==> src/rtl/gbso_pkg.sv <==
// shared types, constants and the ordering function for the box suppression block
package gbso_pkg;

  localparam int MAX_CANDIDATES = 64;
  localparam int COORD_BITS     = 12;
  localparam int IDX_BITS       = $clog2(MAX_CANDIDATES);
  localparam int CNT_BITS       = $clog2(MAX_CANDIDATES + 1);
  localparam int SCORE_BITS     = 16;
  localparam int PAT_BITS       = 8;
  localparam int AREA_BITS      = 2 * COORD_BITS;
  localparam int RATIO_BITS     = 16;
  localparam int MODE_BITS      = 3;
  localparam int FRAC_BITS      = 15;
  localparam int CFG_IDX_BITS   = 1;
  localparam int CFG_DATA_BITS  = 16;

  // opcodes
  localparam logic [1:0] OP_ADD      = 2'd0;
  localparam logic [1:0] OP_ADD_PROC = 2'd1;
  localparam logic [1:0] OP_PROC     = 2'd2;
  localparam logic [1:0] OP_NOP      = 2'd3;

  // order modes
  localparam logic [MODE_BITS-1:0] MODE_NONE  = 3'd0;
  localparam logic [MODE_BITS-1:0] MODE_XY    = 3'd1;
  localparam logic [MODE_BITS-1:0] MODE_YX    = 3'd2;
  localparam logic [MODE_BITS-1:0] MODE_SCORE = 3'd3;
  localparam logic [MODE_BITS-1:0] MODE_AREA  = 3'd4;

  // register indexes
  localparam logic [CFG_IDX_BITS-1:0] CFG_RATIO = 1'd0;
  localparam logic [CFG_IDX_BITS-1:0] CFG_MODE  = 1'd1;

  localparam logic [RATIO_BITS-1:0] RATIO_RESET = 16'd16384;

  typedef struct packed {
    logic [1:0]            opcode;
    logic [COORD_BITS-1:0] box_x;
    logic [COORD_BITS-1:0] box_y;
    logic [COORD_BITS-1:0] box_w;
    logic [COORD_BITS-1:0] box_h;
    logic [SCORE_BITS-1:0] match_score;
    logic [PAT_BITS-1:0]   pattern_number;
    logic [SCORE_BITS-1:0] keep_threshold;
  } in_t;

  typedef struct packed {
    logic [COORD_BITS-1:0] out_x;
    logic [COORD_BITS-1:0] out_y;
    logic [COORD_BITS-1:0] out_w;
    logic [COORD_BITS-1:0] out_h;
    logic [SCORE_BITS-1:0] out_score;
    logic [PAT_BITS-1:0]   out_pattern;
    logic                  is_last;
    logic                  is_empty;
    logic                  overflowed;
  } out_t;

  // one stored candidate
  typedef struct packed {
    logic [COORD_BITS-1:0] x;
    logic [COORD_BITS-1:0] y;
    logic [COORD_BITS-1:0] w;
    logic [COORD_BITS-1:0] h;
    logic [SCORE_BITS-1:0] score;
    logic [PAT_BITS-1:0]   pattern;
    logic [SCORE_BITS-1:0] thresh;
    logic [AREA_BITS-1:0]  area;
    logic                  mark;
  } entry_t;

  typedef enum logic [2:0] {
    CMD_HOLD,
    CMD_LOAD,
    CMD_SORT,
    CMD_ROT,
    CMD_DROP,
    CMD_MARK
  } cmd_t;

  // broadcast control to the cell row
  typedef struct packed {
    cmd_t                 cmd;
    logic [MODE_BITS-1:0] mode;
    logic                 parity;
    logic [CNT_BITS-1:0]  cnt;
    entry_t               load;
  } ctl_t;

  // true when a must come ahead of b under mode
  function automatic logic goes_before(entry_t a, entry_t b, logic [MODE_BITS-1:0] mode);
    logic res;
    case (mode)
      MODE_XY:    res = (a.x != b.x) ? (a.x < b.x) : (a.y < b.y);
      MODE_YX:    res = (a.y != b.y) ? (a.y < b.y) : (a.x < b.x);
      MODE_SCORE: res = a.score > b.score;
      MODE_AREA:  res = (a.area != b.area) ? (a.area > b.area) : (a.score > b.score);
      default:    res = 1'b0;
    endcase
    return res;
  endfunction

endpackage

==> src/rtl/gbso_overlap.sv <==
// pipelined overlap test of a candidate against the kept box
module gbso_overlap import gbso_pkg::*; (
  input  logic                  clk,
  input  entry_t                kept,
  input  entry_t                cand,
  input  logic [RATIO_BITS-1:0] ratio,
  output logic                  hit
);

  localparam int END_BITS = COORD_BITS + 1;
  localparam int OV_BITS  = 2 * END_BITS;
  localparam int RA_BITS  = RATIO_BITS + AREA_BITS;
  localparam int CMP_BITS = OV_BITS + FRAC_BITS;

  logic [END_BITS-1:0]  x1, y1, x2, y2, ea, eb, fa, fb;
  logic [END_BITS-1:0]  dx, dy;
  logic [AREA_BITS-1:0] area;
  logic [OV_BITS-1:0]   ov;
  logic [RA_BITS-1:0]   ra;
  logic                 area_nz;

  // intersection extents
  always_comb begin
    x1 = (kept.x > cand.x) ? END_BITS'(kept.x) : END_BITS'(cand.x);
    y1 = (kept.y > cand.y) ? END_BITS'(kept.y) : END_BITS'(cand.y);
    ea = END_BITS'(kept.x) + END_BITS'(kept.w);
    eb = END_BITS'(cand.x) + END_BITS'(cand.w);
    fa = END_BITS'(kept.y) + END_BITS'(kept.h);
    fb = END_BITS'(cand.y) + END_BITS'(cand.h);
    x2 = (ea < eb) ? ea : eb;
    y2 = (fa < fb) ? fa : fb;
  end

  // stage one: side lengths, stage two: products
  always_ff @(posedge clk) begin
    dx      <= (x2 > x1) ? (x2 - x1) : '0;
    dy      <= (y2 > y1) ? (y2 - y1) : '0;
    area    <= cand.area;
    ov      <= OV_BITS'(dx * dy);
    ra      <= RA_BITS'(ratio * area);
    area_nz <= (area != '0);
  end

  assign hit = area_nz && ({ov, FRAC_BITS'(0)} >= CMP_BITS'(ra));

endmodule

==> config.mk <==
export PLATFORM = sky130hd
export DESIGN_NAME = gbso_overlap
export DESIGN_NICKNAME = d
export VERILOG_FILES = /design/src/rtl/gbso_pkg.sv /design/src/rtl/gbso_overlap.sv
export SDC_FILE = /design/constraint.sdc
export NUM_CORES = 2
export LEC_CHECK = 0
export ABC_AREA = 1
export BUFFER_PORTS_ARGS = -buffer_cell sky130_fd_sc_hd__buf_4
export CORE_ASPECT_RATIO = 0.6
export CORE_MARGIN = 2
export CORE_UTILIZATION = 42
export CTS_CLUSTER_DIAMETER = 150
export DETAILED_ROUTE_END_ITERATION = 8
export HOLD_SLACK_MARGIN = 0.1
export SLEW_MARGIN = 30
export SYNTH_ARGS = -nofsm -noshare
export SYNTH_HDL_FRONTEND = slang
export SYNTH_SLANG_ARGS = --single-unit
==> constraint.sdc <==
create_clock -name clk -period 13.19 [get_ports clk]
set_input_delay 1.319 -clock clk [delete_from_list [all_inputs] [get_ports clk]]
set_output_delay 1.319 -clock clk [all_outputs]
set_load 0.03 [all_outputs]
==> reports/metrics.yaml <==
status: "completed"
cts_tree: "done"
finClkSkew_ns: 0.0192
period_needed_ns: 6.59
rr_worst_depth: 18
synth-seq-cells: 117
dp_hpwl_um: 65100
min_path_cells: 3
synth-seq-area-share_pct: 8.34
hold_path.startpoint: "area[0]"
fp.dieH_um: 204
cp_max_fo: 24
relSlewSlack_pct: 32.3
rsz0062_at_grt: "false"
placed_cell_area_um2: 29800
end_kind: "flop"
synth_top_area_share_pct: 30.9
finalSetupViolations: 0
grt.total_usage_pct: 23.3
hold_violations: 0
final_nets: 4959
grt_max_degree: 25
htree_levels: 4
hold_class: "reg2reg"
worstSetupStartpointType: "input pin"
regArea_um2: 2350
cts_root_buf: "clkbuf_16"
whs_ns: 0.677
gp_congestion: 0.970
drive_gt1_share_pct: 6.85
tightest_slew_ns: 1.01
area_growth_pct: 8.42
post_cts_resized: 0
cap_violations: 0
start_util_pct: 42.4
fillCellCount: 6746
path_clk_slew_ns: 0.06
wirelength_um: 77500
finalCritPeriodShare_pct: 50.0
num_io_pins: 244
port_buffers: 137
grt_pass1_wl_um: 126000
cts-buffers-inserted: 17
synth_cell_types: 45
r2r-end: "ra[27]"
fin_setup_tns_ns: 0
wl_per_cell_um: 15.9
postLayoutSetupSlackWorst_ns: 6.60
max_freq_mhz: 152
postLayoutCellArea_um2: 30500
hold_buffers: 0
clock_sinks: 117
cts_buffer_depth: 2
netlist_instances: 3911
multi_input_area_um2: 21500
r2r_setup_slack_ns: 6.80
yosysTopAreaCell: "fa_1"
synthTopCellsByArea: "fa_1 (31%), nand2_1 (15%), ha_1 (15%)"
overflow: 0
required_ns: 13.54
arrival_ns: 6.94
ant_nets: 0
route.vias.total: 23700
n_antenna_cell: 0
synth.net_count: 4915
first_pass_iters: 5
antenna_found_initial: 0
fp.dieW_um: 338
pre_cts_ws_ns: 6.30
whs_endpoint: "ra[0]"
num_rows: 73
drc: 0
dieArea_um2: 69000
yosys_warnings: 0
drt_iter0_drc: 1904
synth.cell_area_um2: 28100
clk_latency_ns: 0.46
cts_setup_buffers: 0
crit_type: "in2reg"
via_per_inst: 4.87
timing.rr.start: "area[13]"
startpoint: "ratio[7]"
maxSlewViolCount: 0
core_region_area_um2: 66200
postSynthAreaPerCell_um2: 7.18
grt_pass1_vias: 23100
==> final cells by class <==
class                           instances  area share (%)
Multi-Input combinational cell       2678            70.6
Sequential cell                       117            7.71
Inverter                              998            12.3
Tap cell                              900            3.70
Clock inverter                         15           0.711
Timing Repair Buffer                  143            3.52
Clock buffer                           17            1.40
==> synth_stat cells (all sizes together) <==
cell type	n
nor2	204
clkbuf	108
o21ai	103
a21oi	128
xnor2	29
o22ai	1
a31oi	4
fa	433
and3	2
or2	4
nor3	18
o211ai	2
nor3b	2
nand3	118
nand2	1164
nand3b	8
a21boi	3
o21bai	16
and2	6
nor4	8
clkinv	4
ha	328
xor2	56
a21o	6
a211oi	1
buf	10
o21a	5
nand4	29
dfxtp	117
inv	994
==> logic make-up after synthesis <==
| logic type | after synthesis | synth area share (%) |
|---|---|---|
| AO/OA/AOI/OAI | 269 | 5.24 |
| AND/OR/NAND/NOR | 1563 | 23.2 |
| buffers and inverters | 1116 | 15.1 |
| XOR/XNOR | 85 | 2.65 |
| adder cells (fa/ha/maj) | 761 | 45.5 |
| flip-flops | 117 | 8.34 |
==> state kept, by name, summed over array words and instances, names as in the netlist <==
signal	cells
area	24
dx	13
area_nz	1
ra	40
ov	26
dy	13
==> worst max path at each step <==
| stage | slack [ns] | end |
|---|---|---|
| after floorplan | 7.03 | ra[36] |
| after global placement | 6.28 | ra[31] |
| after detailed placement | 6.30 | ra[31] |
| after CTS | 6.74 | ra[31] |
| after global routing | 6.33 | ra[27] |
| final | 6.60 | ra[27] |
==> per-stage QoR <==
| step | util [%] | std cells |
|---|---|---|
| 6_report | 46.0 | 4868 |
| 3_3_place_gp | 45.0 | 4836 |
| 2_1_floorplan | - | 3911 |
| 3_5_place_dp | 45.0 | 4836 |
| 4_1_cts | 46.0 | 4868 |
| 5_1_grt | 46.0 | 4868 |
==> placed cells by master (no fill, tap or decap), types with 6 or more instances in the layout <==
cell       Yosys  final
nand2_1     1136   1136
inv_1        982    982
fa_1         433    433
ha_1         328    328
nor2_1       172    171
buf_4          0    143
a21oi_1      124    124
nand3_1      112    112
dfxtp_1      117    112
o21ai_0       81     81
xor2_1        56     56
nand4_1       29     29
xnor2_1       29     29
nor2_4        25     25
nand2_2       24     24
o21ai_1       20     20
nor3_1        18     18
clkbuf_16      0     17
o21bai_1      14     14
inv_2         10     10
nor4_1         8      8
nand3b_1       8      8
nor2_2         7      8
a21o_1         6      6
and2_1         6      6
nand3_2        6      6
==> critical path: stages <==
cell,delay (ns)
buf_4,0.35
nand2_1,0.14
fa_1,0.58
inv_1,0.06
fa_1,0.48
fa_1,0.60
fa_1,0.47
fa_1,0.50
inv_1,0.06
fa_1,0.49
inv_1,0.05
ha_1,0.38
nand2_1,0.13
nor2_1,0.29
inv_1,0.16
nor2_1,0.22
o21ai_0,0.27
nand3_1,0.18
xor2_1,0.21
==> per-layer routing <==
metal	GRT usage [%]	vias to the layer above	wire length, um
met5	0.426	-	41
li1	-	11600	-
met3	6.22	44	8400
met2	28.1	901	26500
met1	39.9	11200	42000
met4	2.89	2	494
Power is left out: the tool's default activity adds up to more than one toggle a clock period on the data nets, which glitch-free logic cannot reach.
